File: config.mk
export PLATFORM = sky130hd
export DESIGN_NAME = bnpgl_ctrl
export DESIGN_NICKNAME = d
export VERILOG_FILES = /design/src/rtl/bnpgl_pkg.sv /design/src/rtl/bnpgl_ctrl.sv
export SDC_FILE = /design/constraint.sdc
export NUM_CORES = 1
export LEC_CHECK = 0
export ABC_AREA = 1
export BUFFER_PORTS_ARGS = -buffer_cell sky130_fd_sc_hd__clkbuf_2
export CAP_MARGIN = 15
export CORE_MARGIN = 2
export CORE_UTILIZATION = 25
export CTS_CLUSTER_SIZE = 20
export DETAILED_ROUTE_END_ITERATION = 7
export HOLD_SLACK_MARGIN = 0.12
export PLACE_DENSITY = 0.61
export SYNTH_ARGS = -nofsm -noshare
export SYNTH_HDL_FRONTEND = slang
export SYNTH_SLANG_ARGS = --single-unit
File: constraint.sdc
create_clock -name clk -period 1.3 [get_ports clk]
set_input_delay 0.065 -clock clk [delete_from_list [all_inputs] [get_ports clk]]
set_output_delay 0.065 -clock clk [all_outputs]
set_load 0.05 [all_outputs]
File: src/rtl/bnpgl_pkg.sv
// shared types, sizes and helpers for the banded nearest-point gain lookup
// no dependencies; used by bnpgl_ctrl, bnpgl_dp and the top level
package bnpgl_pkg;

  localparam int NUM_PATHS       = 4;
  localparam int NUM_BANDS       = 8;
  localparam int POINTS_PER_BAND = 16;

  localparam int SLOTS      = NUM_PATHS * NUM_BANDS;
  localparam int SLOT_W     = (SLOTS > 1) ? $clog2(SLOTS) : 1;
  localparam int BIDX_W     = (NUM_BANDS > 1) ? $clog2(NUM_BANDS) : 1;
  localparam int CNT_W      = $clog2(POINTS_PER_BAND + 1);
  localparam int PT_DEPTH   = SLOTS * POINTS_PER_BAND;
  localparam int PT_ADDR_W  = (PT_DEPTH > 1) ? $clog2(PT_DEPTH) : 1;

  localparam int MODE_W     = 2;
  localparam int PATH_W     = 2;
  localparam int BAND_W     = 3;
  localparam int FREQ_W     = 32;
  localparam int GAIN_W     = 16;
  localparam int IN_TDATA_W  = 120;
  localparam int OUT_TDATA_W = 48;

  typedef enum logic [MODE_W-1:0] {
    MODE_BAND  = 2'd0,
    MODE_POINT = 2'd1,
    MODE_QUERY = 2'd2
  } mode_t;

  typedef struct packed {
    logic latch;
    logic wr_band;
    logic append;
    logic band_rd;
    logic band_next;
    logic band_hit;
    logic band_miss;
    logic pt_rd;
    logic pt_step;
    logic out_load;
  } cmd_t;

  typedef struct packed {
    mode_t mode;
    logic  path_ok;
    logic  band_match;
    logic  band_last;
    logic  has_table;
    logic  cnt_zero;
    logic  pt_stop;
    logic  pt_last;
    logic  pt_in_range;
    logic  out_free;
  } stat_t;

  function automatic logic [SLOT_W-1:0] slot_of(input logic [PATH_W-1:0] path,
                                                input logic [BIDX_W-1:0] bidx);
    return SLOT_W'(32'(path) * NUM_BANDS + 32'(bidx));
  endfunction

  function automatic logic [PT_ADDR_W-1:0] pt_addr(input logic [SLOT_W-1:0] slot,
                                                   input logic [CNT_W-1:0] idx);
    return PT_ADDR_W'(32'(slot) * POINTS_PER_BAND + 32'(idx));
  endfunction

endpackage

File: src/rtl/bnpgl_ctrl.sv
// sequencer for item decode, band scan, point walk and result hand-off
// depends on bnpgl_pkg (cmd_t, stat_t, mode_t)
module bnpgl_ctrl import bnpgl_pkg::*; (
  input  logic  clk,
  input  logic  rst,
  input  logic  s_axis_tvalid,
  output logic  s_axis_tready,
  input  stat_t stat,
  output cmd_t  cmd
);

  typedef enum logic [2:0] {
    ST_IDLE,
    ST_EXEC,
    ST_BAND_RD,
    ST_BAND_CMP,
    ST_PT_RD,
    ST_PT_CMP,
    ST_RESULT
  } state_t;

  state_t state, state_next;

  assign s_axis_tready = (state == ST_IDLE);

  always_comb begin
    cmd        = '0;
    state_next = state;
    case (state)
      ST_IDLE: begin
        if (s_axis_tvalid) begin
          cmd.latch  = 1'b1;
          state_next = ST_EXEC;
        end
      end
      ST_EXEC: begin
        case (stat.mode)
          MODE_BAND: begin
            cmd.wr_band = 1'b1;
            state_next  = ST_IDLE;
          end
          MODE_POINT: begin
            cmd.append = 1'b1;
            state_next = ST_IDLE;
          end
          MODE_QUERY: begin
            if (stat.path_ok) begin
              cmd.band_rd = 1'b1;
              state_next  = ST_BAND_CMP;
            end else begin
              cmd.band_miss = 1'b1;
              state_next    = ST_RESULT;
            end
          end
          default: state_next = ST_IDLE;
        endcase
      end
      ST_BAND_RD: begin
        cmd.band_rd = 1'b1;
        state_next  = ST_BAND_CMP;
      end
      ST_BAND_CMP: begin
        if (stat.band_match) begin
          cmd.band_hit = 1'b1;
          if (stat.has_table && !stat.cnt_zero) begin
            cmd.pt_rd  = 1'b1;
            state_next = ST_PT_CMP;
          end else begin
            state_next = ST_RESULT;
          end
        end else if (stat.band_last) begin
          cmd.band_miss = 1'b1;
          state_next    = ST_RESULT;
        end else begin
          cmd.band_next = 1'b1;
          state_next    = ST_BAND_RD;
        end
      end
      ST_PT_RD: begin
        cmd.pt_rd  = 1'b1;
        state_next = ST_PT_CMP;
      end
      ST_PT_CMP: begin
        cmd.pt_step = 1'b1;
        if (stat.pt_stop || stat.pt_last) begin
          state_next = ST_RESULT;
        end else begin
          state_next = ST_PT_RD;
        end
      end
      ST_RESULT: begin
        if (stat.out_free) begin
          cmd.out_load = 1'b1;
          state_next   = ST_IDLE;
        end
      end
      default: state_next = ST_IDLE;
    endcase
  end

  always_ff @(posedge clk) begin
    if (rst) begin
      state <= ST_IDLE;
    end else begin
      state <= state_next;
    end
  end

endmodule

==> flow_summary.toml, run 1 <==
[yosys]
synthDistinctLibCells = 18
yosys.area.top_type_share = 0.1758
synth_edf_count = 0
yosysMostFrequentCell = "nand2_1"
synth_seq_cells = 3
yosys_warnings = 0
synth_common_cells = "13 x nand2_1, 11 x inv_1, 8 x nor2_1"
ys_async_sr_fraction = 0
synth_area_leaders = "dfxtp_1 18%, nand2_1 14%, inv_1 12%, nand3_1 10%, nor2_1 8.8%"
syn_area_um2 = 341.6
synth_top_cell_by_area = "dfxtp_1"
syn_inst = 63
synth_fp_nets = 77
seq_area_frac_synth = 0.1758
syn_area_per_cell_um2 = 5.422
synth-main-ff-cell = "dfxtp_1"

[job]
cap_violations = 0

[floorplan]
num_rows = 13
core_um2 = 1285
start_util = 0.2658
dieArea_um2 = 1678
die_w_um = 40.97
ios = 25
die_h_um = 40.97

[final_layout]
largest_register_ffs = 3
design_area_um2 = 738.2
top_regs = "state (3)"
seq_area_um2 = 68.82
fillCellCount = 126
n_antenna_cell = 0
syn2layout_area_growth_pct = 116.1
drive_above_1_share = 0.5979
top_register = "state"
nNetsFinal = 112
multiInputGateArea_um2 = 305.3
final_cells = 112

[detailed_routing]
drc = 0
via_per_inst = 4.661
num_vias = 522
drt_iter0_markers = 4
ant_nets = 0
firstDrtPassIters = 4
routedWlPerCell_um = 9.536
routed_wl_um = 1068

[sta]
rsz0062_at_grt = "true"
tightestPinTransition_ns = 0.2738
fin_crit_ns = 1.356
finClkSkew_ns = 0.0002706
clock.fmax_mhz = 737.5
hold_viol_final = 0
setup_viol = 3
maxSlewHeadroom = 0.8182
tns_ns = -0.1243
fin_ws_ns = -0.05588
slew_violations = 0
period_share = 1.043

[power]
power_leakage_nw = 0.3661
p_per_area_nw_per_um2 = 855.4
ir_drop_uv = 442.1

[clock_tree]
cts_tree = "done"
cts_buffer_depth = 2
path_clk_slew_ns = 0.04
htreeDepth = 1
cts_buffers = 3
clock-root-buffer = "clkbuf_4"
clock_latency_ns = 0.23
cts_sinks = 3

[global_routing]
grt-ovfl-total = 0
grt_max_degree = 7
grt_pass1_wl_um = 1587
track_usage = 0.1437
grt_pass1_vias = 412
antenna_found_initial = 0

[critical_path]
critPathLaunchType = "flip-flop"
critPathArrivalTime_ns = 1.29
crit_chain = "buf_12 > nor2_4 > nand2_4 > o21ai_4 > buf_8"
critPathSlowestCell = "dfxtp_4"
criticalPathCategory = "flip-flop to output pin"
required_ns = 1.24
max_stage_delay_ns = 0.36
endpoint_kind = "output pin"
path_max_fanout = 5

[hold_path]
hp-class = "input port to flip-flop"

[outcome]
violations = "negative setup slack"
status = "finished with violations"

[place]
place_congestion = 0.7274
post-place-cells = 104
port_buffers = 23
placed_area_um2 = 555.5
hpwl_um = 838.3
## layout by cell type, fill, tap and decap left out, drive strengths merged
master	netlist	final
nand4	2	2
a21oi	1	1
dlygate4sd3	0	1
o21ai	3	3
a31oi	1	1
nor3	5	5
clkbuf	0	22
nand3	7	7
inv	13	13
nor2	12	12
dfxtp	3	3
o211ai	1	1
buf	1	12
nand2	14	14
## metal layers
layer	global-route usage	share of wire	up-vias
met4	0.05000	0	0
met2	0.2500	0.55	19
li1	-	-	267
met5	0	0	-
met1	0.1629	0.39	236
met3	0.04348	0.054	0
## kinds of logic (layout without fill, tap and decap cells)
group                  count (synthesis)  after routing  synth area share
AO/OA/AOI/OAI                          6              6            0.1099
buffers and inverters                 14             48            0.1649
flip-flops                             3              3            0.1758
AND/OR/NAND/NOR                       40             40            0.5495
## power breakdown
group | switching (mW) | internal [mW] | leakage (nW)
registers | 0.0204 | 0.104 | 0.0264
logic | 0.206 | 0.138 | 0.325
clock network | 0.0472 | 0.115 | 0.0150
## stage by stage
stage | setup slack [ns] | total power [mW] | utilization | hold slack (ns)
6_report | -0.05588 | 0.6314 | 0.5745 | 0.1377
5_1_grt | -0.09879 | 0.6716 | 0.5745 | 0.1800
4_1_cts | -0.03344 | 0.6104 | 0.5287 | 0.1401
3_5_place_dp | 0.06151 | 0.3947 | 0.4323 | 0.2444
3_3_place_gp | 0.05580 | 0.3898 | 0.4323 | 0.2389
2_1_floorplan | -0.1138 | 0.3060 | - | 0.1341
## layout make-up
| class | instances | share of cell area |
|---|---|---|
| multi-input cells | 46 | 0.4136 |
| flip-flops and latches | 3 | 0.09322 |
| repair buffers | 31 | 0.3627 |
| inverters | 13 | 0.06949 |
| well taps | 15 | 0.02542 |
| clock buffers | 4 | 0.03559 |
## worst paths after layout
check,cells past startpoint,end,start,slack (ns)
min,4,state[2]$_SDFFE_PP0P_,stat[0],0.14
max,5,cmd[6],state[1]$_SDFFE_PP0P_,-0.06
max reg2reg,7,state[0]$_SDFFE_PP0P_,state[1]$_SDFFE_PP0P_,0.11
min reg2reg,2,state[2]$_SDFFE_PP0P_,state[2]$_SDFFE_PP0P_,0.61
## repair_timing
item                                   in CTS  in global routing
cloned                                      0                  0
resized for setup                          25                 15
pin swaps                                   2                  6
setup buffers                               0                  3
hold buffers                                1                  0
setup endpoints to repair                  10                  9
endpoints found under the hold margin       2                  0
## critical path, delay by kind of cell (launching register included)
| family | cells | cell delay (ns) |
|---|---|---|
| flip-flops | 1 | 0.36 |
| buffers and inverters | 2 | 0.29 |
| AND/OR/NAND/NOR | 2 | 0.25 |
| AO/OA/AOI/OAI | 1 | 0.16 |
No activity file was read; power rests on OpenSTA's default activity.
==> run 2: changes to the inputs <==
Settings changed: CORE_AREA set to 2 2 39 41, CORE_MARGIN 2 to not set, CORE_UTILIZATION 25 to not set, DIE_AREA set to 0 0 41 43, PLACE_DENSITY 0.61 to 0.62, SLEW_MARGIN set to 40.
==> run 2 against run 1 <==
Against the previous run:
- the run now ends clean
- critical path depth did not move
- largest power group unchanged
- cell area fell by 6.8%
- die area rose by 5.1%
- largest cell class unchanged
==> flow_summary.toml, run 2 (synthesis results as in run 1) <==
[final_layout]
largest_register_ffs = 3
top_register = "state"
syn2layout_area_growth_pct = 101.5
nNetsFinal = 110
design_area_um2 = 688.2
final_cell_mix = "12 x clkbuf_2, 11 x nand2_1, 9 x inv_1, 7 x nand3_1"
n_antenna_cell = 0
layout_commonest_cell = "clkbuf_2"
fin_util = 0.4973
top_regs = "state (3)"
drive_above_1_share = 0.5684
fillCellCount = 148

[detailed_routing]
ant_nets = 0
firstDrtPassIters = 4
via_per_inst = 4.459
num_vias = 495
drc = 0
routedWlPerCell_um = 9.261
routed_wl_um = 1028
drt_iter0_markers = 6

[critical_path]
crit_chain = "buf_4 > nor2_2 > inv_1 > o21ai_2 > clkbuf_8"
critPathSlowestCell = "dfxtp_4"
required_ns = 1.24
worstRegToRegCells = 8
endpoint_kind = "output pin"
max_stage_delay_ns = 0.35
path_buf_inv = 3
path_depth = 5
criticalPathCategory = "flip-flop to output pin"
critPathArrivalTime_ns = 1.22
path_max_fanout = 5
cp_top_family = "buffers and inverters"
critPathLaunchType = "flip-flop"

[global_routing]
grt_max_degree = 7
antenna_found_initial = 0
track_usage = 0.1396
grt_pass1_vias = 440
grt-ovfl-total = 0
grt_pass1_wl_um = 1683

[floorplan]
start_util = 0.2468
die_w_um = 41
ios = 25
dieArea_um2 = 1763
die_h_um = 43
num_rows = 14
core_um2 = 1384

[sta]
fin_crit_ns = 1.280
finClkSkew_ns = 0.005602
rsz0062_at_grt = "true"
clock.fmax_mhz = 781.0
period_share = 0.9849
slew_violations = 0
setup_viol = 0
whs_ns = 0.1471
maxSlewHeadroom = 0.8814
tightestPinTransition_ns = 0.1765
hold_viol_final = 0

[place]
port_buffers = 23
placed_area_um2 = 544.3
hpwl_um = 830
place_congestion = 0.6794

[clock_tree]
clock-root-buffer = "clkbuf_4"
cts_buffers = 3
cts_tree = "done"
cts_buffer_depth = 2
clock_latency_ns = 0.23
cts_sinks = 3
htreeDepth = 1
path_clk_slew_ns = 0.03

[power]
power_leakage_nw = 0.3435
p_per_area_nw_per_um2 = 896.0
ir_drop_uv = 321.5

[outcome]
status = "completed"

[job]
cap_violations = 0

[hold_path]
hp-class = "input port to flip-flop"
hold_depth = 4
==> run 2: stage by stage <==
stage	total power, mW	setup TNS, ns	cells	worst slack [ns]
floorplan	0.3060	-0.2859	63	-0.1138
global placement	0.3831	0	105	0.08588
detailed placement	0.3864	0	105	0.07728
CTS	0.5906	-0.007989	110	-0.004422
global route	0.6645	-0.1996	111	-0.06750
finish	0.6166	0	111	0.01963
==> run 2: final timing paths <==
path	startpoint	endpoint	slack (ns)
setup / recovery	state[1]$_SDFFE_PP0P_	cmd[2]	0.02
hold reg to reg	state[2]$_SDFFE_PP0P_	state[2]$_SDFFE_PP0P_	0.60
hold / removal	stat[0]	state[2]$_SDFFE_PP0P_	0.15
setup reg to reg	state[0]$_SDFFE_PP0P_	state[0]$_SDFFE_PP0P_	0.14
==> run 2: report_power, final <==
| part | leakage (nW) | internal [mW] | switching (mW) | total [mW] |
|---|---|---|---|---|
| combinational | 0.302 | 0.133 | 0.203 | 0.335 |
| clock | 0.0150 | 0.115 | 0.0476 | 0.162 |
| sequential | 0.0264 | 0.104 | 0.0145 | 0.119 |
| total | 0.344 | 0.352 | 0.265 | 0.617 |
==> run 2: layer usage <==
layer / vias up / routed length (um) / share of wire / global-route usage
met3: 0 / 75 / 0.073 / 0.06806
met2: 19 / 507 / 0.49 / 0.2031
met4: 0 / 0 / 0 / 0.06000
met1: 210 / 446 / 0.43 / 0.1672
li1: 266 / - / - / -
met5: - / 0 / 0 / 0
==> run 2: repair_timing <==
| item | CTS | global route |
|---|---|---|
| pin swaps | 0 | 1 |
| hold endpoints to repair | 2 | 0 |
| endpoints found under the setup margin | 11 | 11 |
| hold buffers | 1 | 0 |
| setup buffers | 0 | 1 |
| resized for setup | 22 | 15 |
==> run 2: cell type report <==
cell class | count | area [um^2] | area share
flip-flops and latches | 3 | 68.82 | 0.1000
repair buffers | 29 | 239.0 | 0.3473
clock buffers | 4 | 26.28 | 0.03818
multi-input cells | 46 | 285.3 | 0.4145
inverters | 13 | 48.80 | 0.07091
well taps | 16 | 20.02 | 0.02909
==> run 2: worst register-to-register path: stages (launching register included) <==
cell	delay, ns
dfxtp_4	0.35
inv_2	0.08
buf_6	0.11
nand2_2	0.07
nor2_2	0.15
buf_4	0.12
nand2_1	0.04
nand4_1	0.08
nor2_2	0.05
==> run 3: changes to the inputs <==
Settings changed: ABC_AREA 1 to not set, PLACE_DENSITY 0.62 to 0.61.
==> run 3 against run 2 <==
Against the previous run:
- flip-flop and latch count did not move
- the run now ends with negative setup slack left
- clock skew fell by 0.0044 ns
- sequential power is essentially flat
- highest routed layer is now met4
==> flow_summary.toml, run 3 <==
[sta]
clock.fmax_mhz = 759.1
fin_ws_ns = -0.01739
rsz0062_at_grt = "true"
fin_crit_ns = 1.317
maxSlewHeadroom = 0.7728
hold_viol_final = 0
period_share = 1.013
setup_viol = 5
slew_violations = 0
finClkSkew_ns = 0.001189
tightestPinTransition_ns = 0.3377

[yosys]
ys_async_sr_fraction = 0
synthXorXnorAreaFrac = 0
synth_compound_area_frac = 0.2654
synthAdderAreaFrac = 0
syn_area_um2 = 325.3
synth_top_cell_by_area = "dfxtp_1"
synthDistinctLibCells = 27
yosys.area.top_type_share = 0.1846
synth_fp_nets = 60
synth-main-ff-cell = "dfxtp_1"
synthMuxAreaShare = 0
yosysMostFrequentCell = "nand2_1"
synth_top_family_by_area = "simple AND/OR/NAND/NOR gates"
seq_area_frac_synth = 0.1846
synth_simple_gate_area_frac = 0.4654
syn_area_per_cell_um2 = 7.072
syn_inst = 46
synth_seq_cells = 3
synth_area_leaders = "dfxtp_1 18%, nand2_1 6.9%, nand2b_1 5.8%, nor4_1 5.8%, nor3_1 4.6%"
synth_edf_count = 0
yosys_warnings = 0

[floorplan]
die_h_um = 43
core_um2 = 1384
start_util = 0.2351
dieArea_um2 = 1763
num_rows = 14
ios = 25
die_w_um = 41

[final_layout]
drive_above_1_share = 0.6905
largest_register_ffs = 3
top_register = "state"
layout_commonest_cell = "clkbuf_2"
fin_util = 0.5814
top_regs = "state (3)"
nNetsFinal = 99
final_cells = 100
design_area_um2 = 804.5
final_cell_mix = "12 x clkbuf_2, 10 x buf_4, 5 x nand2_1, 5 x buf_8, 4 x clkbuf_4"
syn2layout_area_growth_pct = 147.3
n_antenna_cell = 0
fillCellCount = 133

[place]
placed_area_um2 = 581.8
post-place-cells = 88
dp_slack_ns = 0.09554
place_congestion = 0.7990
port_buffers = 23

[critical_path]
max_stage_delay_ns = 0.37
critPathLaunchType = "flip-flop"
required_ns = 1.24
endpoint_kind = "output pin"
critPathSlowestCell = "dfxtp_4"
path_max_fanout = 7
criticalPathCategory = "flip-flop to output pin"
worstRegToRegCells = 5
crit_chain = "buf_12 > nor4_4 > clkbuf_8"
critPathArrivalTime_ns = 1.25

[clock_tree]
cts_sinks = 3
clock_latency_ns = 0.24
cts_buffer_depth = 2
htreeDepth = 1
clock-root-buffer = "clkbuf_4"
cts_buffers = 3
cts_tree = "done"
path_clk_slew_ns = 0.04

[detailed_routing]
drc = 0
drt_iter0_markers = 8
firstDrtPassIters = 4
routed_wl_um = 1297
routedWlPerCell_um = 12.97
via_per_inst = 5.120
num_vias = 512
ant_nets = 0

[job]
cap_violations = 0

[global_routing]
antenna_found_initial = 0
grt_pass1_vias = 448
grt_pass1_wl_um = 1752
grt_max_degree = 13
track_usage = 0.1503
grt-ovfl-total = 0

[hold_path]
hp-class = "input port to flip-flop"
hold_depth = 3

[outcome]
status = "finished with violations"
violations = "negative setup slack"

[power]
p_per_area_nw_per_um2 = 879.7
ir_drop_uv = 476.3
power_leakage_nw = 0.3448
-- run 3: report_power, final --
part,leakage (nW),internal [mW],switching (mW),total [mW]
Sequential,0.0259,0.105,0.0168,0.122
Clock,0.0150,0.116,0.0565,0.172
Combinational,0.304,0.188,0.225,0.413
Total,0.345,0.409,0.299,0.708
-- run 3: worst max-delay path: cells and delay by family (launching register included) --
| kind | cells | cell delay [ns] |
|---|---|---|
| flops | 1 | 0.37 |
| simple gates | 1 | 0.28 |
| buf+inv | 2 | 0.37 |
-- run 3: cells by family after synthesis --
family | count (synthesis)
AO/OA/AOI/OAI | 11
buffers and inverters | 5
flip-flops | 3
AND/OR/NAND/NOR | 27
-- run 3: final timing paths --
check	startpoint	end	slack [ns]
worst min register to register	state[2]$_SDFFE_PP0P_	state[1]$_SDFFE_PP0P_	0.61
worst max-delay path	state[1]$_SDFFE_PP0P_	cmd[7]	-0.02
worst min-delay path	stat[9]	state[0]$_SDFFE_PP0P_	0.17
worst max register to register	state[2]$_SDFFE_PP0P_	state[2]$_SDFFE_PP0P_	0.05
-- run 3: per-layer routing --
layer,wire (um),vias up,GRT usage
met5,0,-,0
met3,85,4,0.06283
met4,14,0,0.1000
met2,716,23,0.2406
met1,481,237,0.1470
li1,-,248,-
-- run 3: cell type report --
| cell class | count | area [um^2] | area share |
|---|---|---|---|
| Clock buffer | 4 | 26.28 | 0.03266 |
| Inverter | 2 | 7.507 | 0.009331 |
| Multi-Input combinational cell | 38 | 349.1 | 0.4339 |
| Sequential cell | 3 | 67.56 | 0.08398 |
| Tap cell | 16 | 20.02 | 0.02488 |
| Timing Repair Buffer | 37 | 334.1 | 0.4152 |
-- run 3: through the flow --
step                TNS (ns)  hold WS [ns]  total power, mW
global placement           0        0.2769           0.4343
global route         -0.4243        0.1884           0.7468
CTS                  -0.1186        0.1718           0.6584
floorplan            -0.7586        0.1303           0.3363
finish              -0.05566        0.1705           0.7078
detailed placement         0        0.2855           0.4379
-- run 3: repair_timing --
item / 4_1_cts / 5_1_grt
cloned: 0 / 0
endpoints found under the setup margin: 11 / 12
pin swaps: 3 / 6
hold endpoints to repair: 3 / 0
hold buffers: 1 / 0
setup buffers: 3 / 4
gates resized for setup: 22 / 17
